**config.mk**
```make
export PLATFORM = sky130hd
export DESIGN_NAME = rgb_lamp_mode_controller
export DESIGN_NICKNAME = d
export VERILOG_FILES = /design/src/sv/rlmc_pkg.sv /design/src/sv/rlmc_wheel.sv /design/src/sv/rlmc_ctrl.sv /design/src/sv/rgb_lamp_mode_controller.sv
export SDC_FILE = /design/constraint.sdc
export NUM_CORES = 1
export LEC_CHECK = 0
export BUFFER_PORTS_ARGS = -buffer_cell sky130_fd_sc_hd__buf_2
export CAP_MARGIN = 20
export CORE_MARGIN = 5
export CORE_UTILIZATION = 56
export CTS_CLUSTER_SIZE = 20
export DETAILED_ROUTE_END_ITERATION = 6
export GPL_ROUTABILITY_DRIVEN = 0
export MAX_ROUTING_LAYER = met4
export PLACE_DENSITY_LB_ADDON = 0.2
export SETUP_SLACK_MARGIN = 0.05
export SYNTH_ARGS = -nofsm -noshare
export SYNTH_HDL_FRONTEND = slang
export SYNTH_SLANG_ARGS = --single-unit
```
**constraint.sdc**
```tcl
create_clock -name clock -period 4.1 [get_ports clock]
set_input_delay 0.615 -clock clock [delete_from_list [all_inputs] [get_ports clock]]
set_output_delay 0.615 -clock clock [all_outputs]
set_load 0.01 [all_outputs]
```
**src/sv/rlmc_pkg.sv**
```systemverilog
// Shared types, widths and codes for the RGB lamp mode controller.
// No dependencies; the design and checker files refer to it by scoped names.
package rlmc_pkg;

   localparam int TIME_WIDTH      = 32;
   localparam int DUTY_WIDTH      = 8;
   localparam int PERIOD_WIDTH    = 8;
   localparam int WHITE_WIDTH     = 8;
   localparam int WINDOW_WIDTH    = 16;
   localparam int CSR_DATA_WIDTH  = 16;
   localparam int CSR_INDEX_WIDTH = 3;
   localparam int ACTION_WIDTH    = 2;
   localparam int MODE_WIDTH      = 2;
   localparam int SEG_WIDTH       = 2;

   localparam int REQ_FIELDS_WIDTH = TIME_WIDTH + 1;
   localparam int REQ_TDATA_WIDTH  = ((REQ_FIELDS_WIDTH + 7) / 8) * 8;
   localparam int RSP_FIELDS_WIDTH = 3 * DUTY_WIDTH + PERIOD_WIDTH + 1 + MODE_WIDTH;
   localparam int RSP_TDATA_WIDTH  = ((RSP_FIELDS_WIDTH + 7) / 8) * 8;

   // Bit positions of the result fields inside rsp_tdata.
   localparam int RSP_RED_LSB    = 0;
   localparam int RSP_GREEN_LSB  = DUTY_WIDTH;
   localparam int RSP_BLUE_LSB   = 2 * DUTY_WIDTH;
   localparam int RSP_PERIOD_LSB = 3 * DUTY_WIDTH;
   localparam int RSP_LAMP_BIT   = RSP_PERIOD_LSB + PERIOD_WIDTH;
   localparam int RSP_MODE_LSB   = RSP_LAMP_BIT + 1;

   localparam logic [DUTY_WIDTH-1:0] DUTY_MAX = '1;

   localparam logic [WHITE_WIDTH-1:0]  WHITE_RED_RST   = WHITE_WIDTH'(255);
   localparam logic [WHITE_WIDTH-1:0]  WHITE_GREEN_RST = WHITE_WIDTH'(200);
   localparam logic [WHITE_WIDTH-1:0]  WHITE_BLUE_RST  = WHITE_WIDTH'(200);
   localparam logic [WINDOW_WIDTH-1:0] WINDOW_RST      = WINDOW_WIDTH'(50);
   localparam logic [PERIOD_WIDTH-1:0] SLOW_PERIOD_RST = PERIOD_WIDTH'(50);
   localparam logic [PERIOD_WIDTH-1:0] FAST_PERIOD_RST = PERIOD_WIDTH'(5);
   localparam logic [DUTY_WIDTH-1:0]   CHOSEN_RED_RST   = DUTY_WIDTH'(127);
   localparam logic [DUTY_WIDTH-1:0]   CHOSEN_GREEN_RST = DUTY_WIDTH'(127);
   localparam logic [DUTY_WIDTH-1:0]   CHOSEN_BLUE_RST  = DUTY_WIDTH'(0);

   typedef enum logic [ACTION_WIDTH-1:0] {
      ACT_TICK   = 2'd0,
      ACT_POWER  = 2'd1,
      ACT_MODE   = 2'd2,
      ACT_SWITCH = 2'd3
   } action_type;

   typedef enum logic [MODE_WIDTH-1:0] {
      MODE_NEUTRAL = 2'd0,
      MODE_FIXED   = 2'd1,
      MODE_FADE    = 2'd2
   } mode_type;

   typedef enum logic [SEG_WIDTH-1:0] {
      SEG_RED_BLUE   = 2'd0,
      SEG_BLUE_GREEN = 2'd1,
      SEG_GREEN_RED  = 2'd2
   } segment_type;

   typedef enum logic [CSR_INDEX_WIDTH-1:0] {
      REG_WHITE_RED   = 3'd0,
      REG_WHITE_GREEN = 3'd1,
      REG_WHITE_BLUE  = 3'd2,
      REG_DEBOUNCE    = 3'd3,
      REG_SLOW_PERIOD = 3'd4,
      REG_FAST_PERIOD = 3'd5
   } csr_index_type;

   typedef struct packed {
      logic [DUTY_WIDTH-1:0] red;
      logic [DUTY_WIDTH-1:0] green;
      logic [DUTY_WIDTH-1:0] blue;
   } colour_type;

   typedef struct packed {
      logic [WHITE_WIDTH-1:0]  white_red;
      logic [WHITE_WIDTH-1:0]  white_green;
      logic [WHITE_WIDTH-1:0]  white_blue;
      logic [WINDOW_WIDTH-1:0] debounce_window_ms;
      logic [PERIOD_WIDTH-1:0] slow_period_ms;
      logic [PERIOD_WIDTH-1:0] fast_period_ms;
   } cfg_type;

   typedef struct packed {
      action_type            action;
      logic [TIME_WIDTH-1:0] time_ms;
      logic                  switch_level;
   } req_item_type;

   typedef struct packed {
      logic [DUTY_WIDTH-1:0]   red_duty;
      logic [DUTY_WIDTH-1:0]   green_duty;
      logic [DUTY_WIDTH-1:0]   blue_duty;
      logic [PERIOD_WIDTH-1:0] next_period_ms;
      logic                    lamp_is_on;
      mode_type                current_mode;
   } rsp_item_type;

endpackage

```
**src/sv/rlmc_wheel.sv**
```systemverilog
// Colour wheel position decode and one-step advance.
// Depends on rlmc_pkg for widths, the segment codes and colour_type.
module rlmc_wheel (
   input  rlmc_pkg::segment_type                 seg,
   input  logic [rlmc_pkg::DUTY_WIDTH-1:0]       step,
   input  rlmc_pkg::colour_type                  hold,
   output rlmc_pkg::colour_type                  colour,
   output rlmc_pkg::segment_type                 seg_next,
   output logic [rlmc_pkg::DUTY_WIDTH-1:0]       step_next
);

   logic [rlmc_pkg::DUTY_WIDTH-1:0] inv;

   always_comb begin
      inv    = rlmc_pkg::DUTY_MAX - step;
      colour = hold;
      case (seg)
         rlmc_pkg::SEG_RED_BLUE: begin
            colour.red   = inv;
            colour.green = '0;
            colour.blue  = step;
         end
         rlmc_pkg::SEG_BLUE_GREEN: begin
            colour.red   = '0;
            colour.green = step;
            colour.blue  = inv;
         end
         rlmc_pkg::SEG_GREEN_RED: begin
            colour.red   = step;
            colour.green = inv;
            colour.blue  = '0;
         end
         default: begin
            colour = hold;
         end
      endcase
   end

   // At the end of a segment the step wraps and the wheel moves on.
   always_comb begin
      seg_next  = seg;
      step_next = step + rlmc_pkg::DUTY_WIDTH'(1);
      if (step == rlmc_pkg::DUTY_MAX) begin
         step_next = '0;
         case (seg)
            rlmc_pkg::SEG_RED_BLUE:   seg_next = rlmc_pkg::SEG_BLUE_GREEN;
            rlmc_pkg::SEG_BLUE_GREEN: seg_next = rlmc_pkg::SEG_GREEN_RED;
            rlmc_pkg::SEG_GREEN_RED:  seg_next = rlmc_pkg::SEG_RED_BLUE;
            default:                  seg_next = rlmc_pkg::SEG_BLUE_GREEN;
         endcase
      end
   end

endmodule

```
**src/sv/rlmc_ctrl.sv**
```systemverilog
// Lamp state registers, button debounce and tick result logic.
// Depends on rlmc_pkg and instantiates rlmc_wheel for the pick and fade wheels.
module rlmc_ctrl (
   input  logic                   clock,
   input  logic                   reset,
   input  logic                   fire,
   input  rlmc_pkg::req_item_type item,
   input  rlmc_pkg::cfg_type      cfg,
   output rlmc_pkg::rsp_item_type result
);

   logic                              lamp_on_ff, lamp_on_in;
   rlmc_pkg::mode_type                mode_ff, mode_in, mode_step;
   logic [rlmc_pkg::TIME_WIDTH-1:0]   last_power_ff, last_power_in;
   logic [rlmc_pkg::TIME_WIDTH-1:0]   last_mode_ff, last_mode_in;
   logic [rlmc_pkg::TIME_WIDTH-1:0]   last_switch_ff, last_switch_in;
   logic                              prev_level_ff, prev_level_in;
   logic                              picking_ff, picking_in;
   logic [rlmc_pkg::DUTY_WIDTH-1:0]   pick_step_ff, pick_step_in, pick_step_next;
   rlmc_pkg::segment_type             pick_seg_ff, pick_seg_in, pick_seg_next;
   rlmc_pkg::colour_type              chosen_ff, chosen_in, chosen_now;
   logic [rlmc_pkg::DUTY_WIDTH-1:0]   fade_step_ff, fade_step_in, fade_step_next;
   rlmc_pkg::segment_type             fade_seg_ff, fade_seg_in, fade_seg_next;
   rlmc_pkg::colour_type              pick_colour, fade_colour, out_colour;

   logic [rlmc_pkg::TIME_WIDTH-1:0]   power_diff, mode_diff, switch_diff;
   logic [rlmc_pkg::TIME_WIDTH-1:0]   window;
   logic                              power_ok, mode_ok, switch_ok, tick_fire;

   rlmc_wheel u_pick_wheel (
      .seg       (pick_seg_ff),
      .step      (pick_step_ff),
      .hold      (chosen_ff),
      .colour    (pick_colour),
      .seg_next  (pick_seg_next),
      .step_next (pick_step_next)
   );

   rlmc_wheel u_fade_wheel (
      .seg       (fade_seg_ff),
      .step      (fade_step_ff),
      .hold      ('0),
      .colour    (fade_colour),
      .seg_next  (fade_seg_next),
      .step_next (fade_step_next)
   );

   // Timestamps wrap, so the elapsed time is a plain modular difference.
   assign window      = rlmc_pkg::TIME_WIDTH'(cfg.debounce_window_ms);
   assign power_diff  = item.time_ms - last_power_ff;
   assign mode_diff   = item.time_ms - last_mode_ff;
   assign switch_diff = item.time_ms - last_switch_ff;
   assign power_ok    = power_diff >= window;
   assign mode_ok     = mode_diff >= window;
   assign switch_ok   = switch_diff >= window;
   assign tick_fire   = fire && (item.action == rlmc_pkg::ACT_TICK);

   always_comb begin
      case (mode_ff)
         rlmc_pkg::MODE_NEUTRAL: mode_step = rlmc_pkg::MODE_FIXED;
         rlmc_pkg::MODE_FIXED:   mode_step = rlmc_pkg::MODE_FADE;
         rlmc_pkg::MODE_FADE:    mode_step = rlmc_pkg::MODE_NEUTRAL;
         default:                mode_step = rlmc_pkg::MODE_FIXED;
      endcase
   end

   // The fixed colour follows the pick wheel before the tick reports it.
   assign chosen_now = (lamp_on_ff && picking_ff) ? pick_colour : chosen_ff;

   always_comb begin
      out_colour = '0;
      if (lamp_on_ff) begin
         case (mode_ff)
            rlmc_pkg::MODE_NEUTRAL: begin
               out_colour.red   = rlmc_pkg::DUTY_WIDTH'(cfg.white_red);
               out_colour.green = rlmc_pkg::DUTY_WIDTH'(cfg.white_green);
               out_colour.blue  = rlmc_pkg::DUTY_WIDTH'(cfg.white_blue);
            end
            rlmc_pkg::MODE_FIXED: out_colour = chosen_now;
            rlmc_pkg::MODE_FADE:  out_colour = fade_colour;
            default:              out_colour = '0;
         endcase
      end
   end

   always_comb begin
      result.red_duty       = out_colour.red;
      result.green_duty     = out_colour.green;
      result.blue_duty      = out_colour.blue;
      result.next_period_ms = picking_ff ? cfg.fast_period_ms : cfg.slow_period_ms;
      result.lamp_is_on     = lamp_on_ff;
      result.current_mode   = mode_ff;
   end

   always_comb begin
      lamp_on_in     = lamp_on_ff;
      mode_in        = mode_ff;
      last_power_in  = last_power_ff;
      last_mode_in   = last_mode_ff;
      last_switch_in = last_switch_ff;
      prev_level_in  = prev_level_ff;
      picking_in     = picking_ff;
      pick_step_in   = pick_step_ff;
      pick_seg_in    = pick_seg_ff;
      chosen_in      = chosen_ff;
      fade_step_in   = fade_step_ff;
      fade_seg_in    = fade_seg_ff;
      if (fire) begin
         case (item.action)
            rlmc_pkg::ACT_POWER: begin
               last_power_in = item.time_ms;
               if (power_ok) begin
                  lamp_on_in = !lamp_on_ff;
               end
            end
            rlmc_pkg::ACT_MODE: begin
               last_mode_in = item.time_ms;
               if (mode_ok) begin
                  mode_in = mode_step;
               end
            end
            rlmc_pkg::ACT_SWITCH: begin
               last_switch_in = item.time_ms;
               if (switch_ok) begin
                  if (!prev_level_ff && item.switch_level) begin
                     picking_in = 1'b1;
                  end
                  if (prev_level_ff && !item.switch_level) begin
                     picking_in = 1'b0;
                  end
                  prev_level_in = item.switch_level;
               end
            end
            default: begin
            end
         endcase
      end
      if (tick_fire && lamp_on_ff) begin
         if (picking_ff) begin
            chosen_in    = pick_colour;
            pick_step_in = pick_step_next;
            pick_seg_in  = pick_seg_next;
         end
         if (mode_ff == rlmc_pkg::MODE_FADE) begin
            fade_step_in = fade_step_next;
            fade_seg_in  = fade_seg_next;
         end
      end
   end

   always_ff @(posedge clock) begin
      if (reset) begin
         lamp_on_ff       <= 1'b0;
         mode_ff          <= rlmc_pkg::MODE_NEUTRAL;
         last_power_ff    <= '0;
         last_mode_ff     <= '0;
         last_switch_ff   <= '0;
         prev_level_ff    <= 1'b0;
         picking_ff       <= 1'b0;
         pick_step_ff     <= '0;
         pick_seg_ff      <= rlmc_pkg::SEG_RED_BLUE;
         chosen_ff.red    <= rlmc_pkg::CHOSEN_RED_RST;
         chosen_ff.green  <= rlmc_pkg::CHOSEN_GREEN_RST;
         chosen_ff.blue   <= rlmc_pkg::CHOSEN_BLUE_RST;
         fade_step_ff     <= '0;
         fade_seg_ff      <= rlmc_pkg::SEG_RED_BLUE;
      end else begin
         lamp_on_ff     <= lamp_on_in;
         mode_ff        <= mode_in;
         last_power_ff  <= last_power_in;
         last_mode_ff   <= last_mode_in;
         last_switch_ff <= last_switch_in;
         prev_level_ff  <= prev_level_in;
         picking_ff     <= picking_in;
         pick_step_ff   <= pick_step_in;
         pick_seg_ff    <= pick_seg_in;
         chosen_ff      <= chosen_in;
         fade_step_ff   <= fade_step_in;
         fade_seg_ff    <= fade_seg_in;
      end
   end

endmodule

```
**src/sv/rgb_lamp_mode_controller.sv**
```systemverilog
// RGB lamp mode controller: one event per req transaction (tick, power press, mode
// press, colour switch change), one result per tick and none for the other events.
// An event enters an input register and is applied to the lamp state as it leaves it,
// which a tick does only when the output register is free or being taken; a tick's
// result is held in the output register until taken, and rsp_tvalid is driven from
// that register. One event is accepted every cycle; only a stalled result held in
// the output register while another tick waits behind it holds the req side back.
// Configuration writes take effect at the next clock edge.
// Depends on rlmc_pkg, rlmc_ctrl and rlmc_wheel.
module rgb_lamp_mode_controller (
   input  logic                                   clock,
   input  logic                                   reset,
   input  logic                                   req_tvalid,
   output logic                                   req_tready,
   // time_ms, switch_level, zero padding
   input  logic [rlmc_pkg::REQ_TDATA_WIDTH-1:0]   req_tdata,
   // action
   input  logic [rlmc_pkg::ACTION_WIDTH-1:0]      req_tuser,
   output logic                                   rsp_tvalid,
   input  logic                                   rsp_tready,
   // red_duty, green_duty, blue_duty, next_period_ms, lamp_is_on, current_mode,
   // zero padding
   output logic [rlmc_pkg::RSP_TDATA_WIDTH-1:0]   rsp_tdata,
   input  logic                                   csr_we,
   input  logic [rlmc_pkg::CSR_INDEX_WIDTH-1:0]   csr_index,
   input  logic [rlmc_pkg::CSR_DATA_WIDTH-1:0]    csr_wdata
);

   rlmc_pkg::cfg_type      cfg_ff, cfg_in;
   logic                   in_valid_ff, in_valid_in;
   rlmc_pkg::req_item_type in_item_ff, in_item_in;
   logic                   out_valid_ff, out_valid_in;
   rlmc_pkg::rsp_item_type out_item_ff, out_item_in, step_result;
   logic                   req_accept, step_fire, step_is_tick;

   always_comb begin
      cfg_in = cfg_ff;
      if (csr_we) begin
         case (csr_index)
            rlmc_pkg::REG_WHITE_RED:
               cfg_in.white_red = csr_wdata[rlmc_pkg::WHITE_WIDTH-1:0];
            rlmc_pkg::REG_WHITE_GREEN:
               cfg_in.white_green = csr_wdata[rlmc_pkg::WHITE_WIDTH-1:0];
            rlmc_pkg::REG_WHITE_BLUE:
               cfg_in.white_blue = csr_wdata[rlmc_pkg::WHITE_WIDTH-1:0];
            rlmc_pkg::REG_DEBOUNCE:
               cfg_in.debounce_window_ms = csr_wdata[rlmc_pkg::WINDOW_WIDTH-1:0];
            rlmc_pkg::REG_SLOW_PERIOD:
               cfg_in.slow_period_ms = csr_wdata[rlmc_pkg::PERIOD_WIDTH-1:0];
            rlmc_pkg::REG_FAST_PERIOD:
               cfg_in.fast_period_ms = csr_wdata[rlmc_pkg::PERIOD_WIDTH-1:0];
            default: begin
            end
         endcase
      end
   end

   // An event other than a tick never needs the output register, so it always moves on.
   assign step_is_tick = (in_item_ff.action == rlmc_pkg::ACT_TICK);
   assign step_fire    = in_valid_ff && (!step_is_tick || !out_valid_ff || rsp_tready);
   assign req_tready   = !in_valid_ff || step_fire;
   assign req_accept   = req_tvalid && req_tready;

   always_comb begin
      in_item_in              = in_item_ff;
      in_valid_in             = in_valid_ff;
      if (step_fire) begin
         in_valid_in = 1'b0;
      end
      if (req_accept) begin
         in_valid_in             = 1'b1;
         in_item_in.action       = rlmc_pkg::action_type'(req_tuser);
         in_item_in.time_ms      = req_tdata[rlmc_pkg::TIME_WIDTH-1:0];
         in_item_in.switch_level = req_tdata[rlmc_pkg::TIME_WIDTH];
      end
   end

   rlmc_ctrl u_ctrl (
      .clock  (clock),
      .reset  (reset),
      .fire   (step_fire),
      .item   (in_item_ff),
      .cfg    (cfg_ff),
      .result (step_result)
   );

   always_comb begin
      out_item_in  = out_item_ff;
      out_valid_in = out_valid_ff && !rsp_tready;
      if (step_fire && step_is_tick) begin
         out_item_in  = step_result;
         out_valid_in = 1'b1;
      end
   end

   always_ff @(posedge clock) begin
      if (reset) begin
         cfg_ff.white_red          <= rlmc_pkg::WHITE_RED_RST;
         cfg_ff.white_green        <= rlmc_pkg::WHITE_GREEN_RST;
         cfg_ff.white_blue         <= rlmc_pkg::WHITE_BLUE_RST;
         cfg_ff.debounce_window_ms <= rlmc_pkg::WINDOW_RST;
         cfg_ff.slow_period_ms     <= rlmc_pkg::SLOW_PERIOD_RST;
         cfg_ff.fast_period_ms     <= rlmc_pkg::FAST_PERIOD_RST;
         in_valid_ff               <= 1'b0;
         out_valid_ff              <= 1'b0;
      end else begin
         cfg_ff       <= cfg_in;
         in_valid_ff  <= in_valid_in;
         out_valid_ff <= out_valid_in;
      end
   end

   always_ff @(posedge clock) begin
      in_item_ff  <= in_item_in;
      out_item_ff <= out_item_in;
   end

   assign rsp_tvalid = out_valid_ff;
   assign rsp_tdata  = rlmc_pkg::RSP_TDATA_WIDTH'({out_item_ff.current_mode,
                                                   out_item_ff.lamp_is_on,
                                                   out_item_ff.next_period_ms,
                                                   out_item_ff.blue_duty,
                                                   out_item_ff.green_duty,
                                                   out_item_ff.red_duty});

endmodule

```
======== Word level (Yosys, flattened, before mapping) ========
Cells that the tools add are included.
cells by class
  $add $sub $neg .......................... 7
  order comparisons ....................... 3
  equal/unequal tests ..................... 16
  multiplexer cells ....................... 15
  reduce and logical (&&, ||, !) cells .... 42
operators by type and width
  operator               number
  $pmux W24 S3           3
  $ge A32 B16 Y1         3
  $sub A32 B32 Y32       3
  $mux W24               1
  $mux W8                3
  $reduce_and A2 Y1      11
  $add A8 B1 Y8 const B  2
  $eq A8 B8 Y1 const B   2
  $sub A8 B8 Y8 const A  2
  $reduce_and A3 Y1      5
  $pmux W2 S2            3
  $eq A2 B2 Y1 const B   5
  $eq A2 B1 Y1 const B   4
  $logic_and A1 B1 Y1    8
  $logic_not A2 Y1       4
  $logic_not A1 Y1       7
  $eq A3 B2 Y1 const B   2
  $eq A3 B3 Y1 const B   2
  $mux W1                5
  $reduce_and A4 Y1      1
  $reduce_bool A2 Y1     2
  $eq A3 B1 Y1 const B   1
  $logic_not A3 Y1       1
  $logic_or A1 B1 Y1     3
word-level totals
  flip-flop bits (word level) ............. 273
  bits of input ports ..................... 66
  output and inout port bits .............. 42

======== Longest topological paths before layout ========
  depth in word-level cells ............... 8
  gate-level depth with buffers ........... 22

======== By module ========
A second synthesis with hierarchy kept.
unflattened totals
  cell total of the unflattened synthesis .. 2377
  area, all modules ....................... 19279.7 um^2
modules (own cells, without submodules)
  module                    times used  cells an instance  area each (um^2)  seq. area each (um^2)
  rlmc_ctrl                 1           1835               13151.4           2902.8
  rgb_lamp_mode_controller  1           304                4531.8            3263.1
  rlmc_wheel                2           119                798.3             0.0

======== Worst setup path before layout ========
OpenSTA, ideal clock, no wires.
  kind .................................... reg2reg
  from .................................... reg in_item_ff[1] (netlist bit)
  to ...................................... reg u_ctrl.mode_ff[0]
  setup time .............................. 117 ps
  arrival time ............................ 4106 ps
  data required time ...................... 3983 ps
  slack ................................... -123 ps
  stages on the path, launching flop included .. 23
  buffers on the path ..................... 0
  cell sequence ........................... edfxtp_1 inv_1 ha_1 inv_1 fa_1 a211oi_1 o21ai_0 a21oi_1 o21ai_0 nand3_1 nand2_1 xor2_1 ha_1 nor2b_1 o21ai_0 o21ai_0 or3_1 nor4_1 o2111ai_1 nor4b_1 and4bb_1 mux2i_1 nand2_1
on the way
  word-level cells in the longest chain between the ends .. 3
ends and longest elaborated chain
  element                             RTL line                         text
  start, declared                     rgb_lamp_mode_controller.sv:31   rlmc_pkg::req_item_type in_item_ff, in_item_in;
  start signal, assigned              rgb_lamp_mode_controller.sv:114  in_item_ff <= in_item_in;
  $sub A32 B32 Y32                    rlmc_ctrl.sv:51                  assign mode_diff = item.time_ms - last_mode_ff;
  $ge A32 B16 Y1                      rlmc_ctrl.sv:54                  assign mode_ok = mode_diff >= window;
  $reduce_and A3 Y1 (no source line)  n/a
  end signal, assigned                rlmc_ctrl.sv:154                 mode_ff <= rlmc_pkg::MODE_NEUTRAL;
  end signal, assigned                rlmc_ctrl.sv:169                 mode_ff <= mode_in;
  end, declared                       rlmc_ctrl.sv:13                  rlmc_pkg::mode_type mode_ff, mode_in, mode_step;
No other way between the ends.
A chain may end at the register's enable or synchronous reset.

======== Worst setup path in the final report ========
  from .................................... reg in_item_ff[1] (netlist bit)
  to ...................................... reg u_ctrl.picking_ff
on the way
  word-level cells in the longest chain between the ends .. 3
ends and longest elaborated chain
  element                             RTL line          text
  $sub A32 B32 Y32                    rlmc_ctrl.sv:52   assign switch_diff = item.time_ms - last_switch_ff;
  $ge A32 B16 Y1                      rlmc_ctrl.sv:55   assign switch_ok = switch_diff >= window;
  $reduce_and A4 Y1 (no source line)  n/a
  end signal, assigned                rlmc_ctrl.sv:174  picking_ff <= picking_in;
  end, declared                       rlmc_ctrl.sv:18   logic picking_ff, picking_in;
No other way between the ends.

==> impl_results.md <==
- Status: finished with violations
- Failing checks: negative setup slack
- Area growth from synthesis to layout: 16.27%
- Overall global routing resource usage: 27.32%
- Maximum number of pins on one net before global-route repair: 81
- Slew HR: 27.90%
- Worst hold path endpoint: in_item_ff[28]$_DFFE_PP_
- First-pass iteration count of the detailed router: 7
- Worst VDD drop: 367.9 uV
- Full die area: 0.03591 mm2
- Area of the mapped netlist: 0.01804 mm2
- Post-synth EDFFs: 70
- Cell chosen for the clock root: clkbuf_16
- Vias per cell: 5.882
- Antenna diode count: 0
- WS Path Type: flop to flop
- Placed Instance Area: 0.01959 mm2
- Delay of the slowest critical-path stage: 430 ps
- Clock tree from TritonCTS: done
- Proportion of synthesized flip-flops having asynchronous set or reset: 0%
- Remaining antenna violation count: 0
- Synthesized flop and latch total: 273
- Maximum Capacitance Violations: 0
- PnR worst setup slack: -340.9 ps
- Routed length per instance: 17.29 um
- Core area: 0.03172 mm2
- Fmax: 225.2 MHz
- Data required time at the worst endpoint: 4500 ps
- Static power due to leakage: 8.277 nW
- Fin crit share: 108.3%
- Post-route DRC violation count: 0
- Port-buffer cells: 95
- Slowest cell on the critical path: a2111oi_4
- Initial antenna violation count: 0
- Final standard cell utilization of the core: 66.13%
- Post-Place Cells: 2742
- Gate count of the mapped netlist: 2244
- Element type at the critical path end: flop
- RSZ-0062 raised after global routing: yes
- Critical Path, Cell by Cell: inv_2, buf_6, ha_4, fa_2, nor2b_4, o2111a_2, o21ba_4, or2_4, nor2_4, nor2_1, nor2_1, xnor2_1, ha_1, nor2b_1, o21ai_1, buf_4, o221ai_4, nor4_2, o21ai_1, a2111oi_2, nand4_1, a2111oi_4, nand2b_1, o41ai_1
- IO Pins: 108
- Worst setup skew after layout: 28.14 ps
- Total power divided by cell area: 341.3 mW/mm2
- Startpoint of the lowest-slack hold path: req_tdata[27]
- Type of the most critical hold path: input port to flop
- Reg2reg setup slack: -340 ps
- Final Hold Vio Count: 0
- Worst Hold Depth: 1
- Reg2Reg Depth: 24
- Final Routed Wirelength: 48760 um
- Mean area per synthesized cell: 8.040 um2
- Total clock sinks: 273
- Standard-cell row count: 65
- Non-filler instance count after layout: 2820
- Number of setup violations in the final report: 5
- Fraction of final layout cells sized beyond drive strength 1: 16.54%
- Starting utilization of the core area: 56.88%
- Synth warnings: 0
- First-pass GRT wire length: 79380 um
- Post-placement setup slack: -609.5 ps
- Number of buffers on the longest clock path: 3
- Synth unique cells: 87
- Via count of the first global-routing pass: 15560
- Total count of max-transition violations in the final report: 0
- Launching point of the worst reg2reg path: in_item_ff[1]$_DFFE_PP_
- Final instance area: 0.02098 mm2
- Post-synthesis sequential area ratio: 34.18%
- Most frequently used flop master after synthesis: dfxtp_1
- Number of DRC violations after detailed-routing iteration 0: 1273
- Post-CTS clock slew at the launch and capture registers of the worst setup and hold paths: 60 ps
- Number of buffers added by the clock tree synthesis step: 34
- Aggregate global routing overflow: 0
- Height of the die: 189.5 um
- Time the final worst path needs with I/O delays and setup: 4441 ps
- Final-layout worst hold slack: 247.8 ps
- Final Net Count: 2618
- Terminus of the critical flop-to-flop path: u_ctrl.picking_ff$_SDFFE_PP0P_
- Worst-Skew Late Latency: 540 ps
- Slew at the pin with the worst max-slew slack: 1079 ps
- Level count of the clock H-tree: 2
- Detailed placement HPWL: 35380 um
- Max Fanout on Critical Path: 4
- Routed via count: 16590
- Type of origin of the critical path: flop
- Arrival time of data at the critical path endpoint: 4840 ps
- Die Width: 189.5 um
==> stage by stage <==
step	setup TNS (ps)	total power, mW
final	-1558	7.160
after global placement	-1413	4.185
after detailed placement	-2227	4.222
after floorplan	0	3.810
after global routing	-2697	7.494
after CTS	-1809	7.186
==> worst max path at each step <==
stage	to	start	depth (start not counted)	slack, ps
2_1_floorplan	u_ctrl.mode_ff[0]$_SDFFE_PP0P_	in_item_ff[1]$_DFFE_PP_	22	20
3_3_place_gp	u_ctrl.lamp_on_ff$_SDFFE_PP0P_	in_item_ff[1]$_DFFE_PP_	20	-350
3_5_place_dp	u_ctrl.mode_ff[0]$_SDFFE_PP0P_	in_item_ff[1]$_DFFE_PP_	23	-610
4_1_cts	u_ctrl.mode_ff[0]$_SDFFE_PP0P_	in_item_ff[1]$_DFFE_PP_	23	-430
5_1_grt	u_ctrl.picking_ff$_SDFFE_PP0P_	in_item_ff[1]$_DFFE_PP_	24	-610
6_report	u_ctrl.picking_ff$_SDFFE_PP0P_	in_item_ff[1]$_DFFE_PP_	24	-340
==> cells in the final DEF, fill, tap and decap left out, types with 36 or more instances in the layout <==
master / netlist / layout
a21oi_1: 252 / 244
ha_1: 157 / 149
mux2i_1: 36 / 36
nand2_1: 417 / 417
nand3_1: 42 / 42
nor2b_1: 44 / 44
o21ai_0: 87 / 76
a21o_1: 46 / 46
buf_4: 5 / 149
buf_2: 15 / 94
dfxtp_1: 203 / 203
inv_1: 137 / 135
xnor2_1: 40 / 40
nor2_1: 155 / 152
edfxtp_1: 70 / 70
==> routing by layer <==
layer	track usage [%]	share of wire, %
met5	-	0
met4	8.041	2.8
met3	3.540	5.8
met2	43.34	46
met1	36.89	46
==> cells in the mapped netlist (6+ instances only) <==
master     number  area share, %
mux2i_1        36            2.0
clkbuf_1      109            2.3
and3_1         16           0.55
nor2b_1        44            1.5
a21o_1         46            1.9
a21oi_1       252            7.0
o31a_1         13           0.63
edfxtp_1       70             12
o21a_1         16           0.67
a2111oi_0       7           0.34
xnor2_1        40            1.9
dfxtp_1       203             23
ha_1          157             11
a22oi_1        11           0.46
and2_1          6           0.21
nand3_1        42            1.2
inv_1         137            2.9
a31oi_1        13           0.45
o2111ai_1       7           0.34
nand4_1        35            1.2
a222oi_1       14           0.78
a211oi_1       24            1.0
or3_1           9           0.31
nand2_1       417            8.7
o211ai_1       35            1.5
o21ai_0        87            2.4
o21bai_1        9           0.37
nor3_1         21           0.58
mux2_2         34            2.1
buf_2          15           0.42
nor2_1        155            3.2
xor2_1         30            1.5
nand2b_1       14           0.49
==> repair_timing <==
| action | 4_1_cts | 5_1_grt |
|---|---|---|
| setup buffers | 15 | 2 |
| gates resized for setup | 31 | 11 |
| endpoints found under the setup margin | 5 | 5 |
| pin swaps | 44 | 31 |
| hold buffers | 0 | 0 |
==> cell families after synthesis <==
group	after synthesis	synth area share [%]
AO/OA/AOI/OAI	607	21.76
XOR/XNOR	70	3.398
adder cells (fa/ha/maj)	160	11.22
buffers and inverters	275	6.034
flip-flops	273	34.18
multiplexers	70	4.120
other	1	0.02079
AND/OR/NAND/NOR	788	19.27
==> power breakdown <==
part	internal [mW]	switching [mW]	total (mW)
registers	2.83	0.0613	2.89
clock network	1.68	1.23	2.91
logic	0.595	0.769	1.36
==> worst max-delay path, delay by kind of cell, from the launching register on <==
family                     cells  cell delay (ps)
and+or+nand+nor                9             1250
AOI/OAI and AO/OA              8             1530
buffers and inverters          3              360
adders and majority gates      3              680
xor gates and xnor gates       1              100
DFF                            1              390
==> state kept, by name, summed over array words and instances, names as in the netlist <==
name and flops:
cfg_ff 56, in_item_ff 35, rsp_tdata 35, u_ctrl.last_mode_ff 32, u_ctrl.last_power_ff 32, u_ctrl.last_switch_ff 32
u_ctrl.chosen_ff 24, u_ctrl.fade_step_ff 8, u_ctrl.pick_step_ff 8, u_ctrl.fade_seg_ff 2, u_ctrl.mode_ff 2, u_ctrl.pick_seg_ff 2
in_valid_ff 1, rsp_tvalid 1, u_ctrl.lamp_on_ff 1, u_ctrl.picking_ff 1, u_ctrl.prev_level_ff 1
==> layout make-up <==
| class | instances | area (um2) |
|---|---|---|
| Multi-Input combinational cell | 1700 | 11090 |
| Fill cell | 2675 | 10740 |
| Sequential cell | 273 | 6166 |
| Timing Repair Buffer | 246 | 1632 |
| Clock buffer | 42 | 880.8 |
| Inverter | 137 | 514.2 |
| Tap cell | 402 | 503.0 |
| Clock inverter | 20 | 193.9 |
No activity file was read; power rests on OpenSTA's default activity.
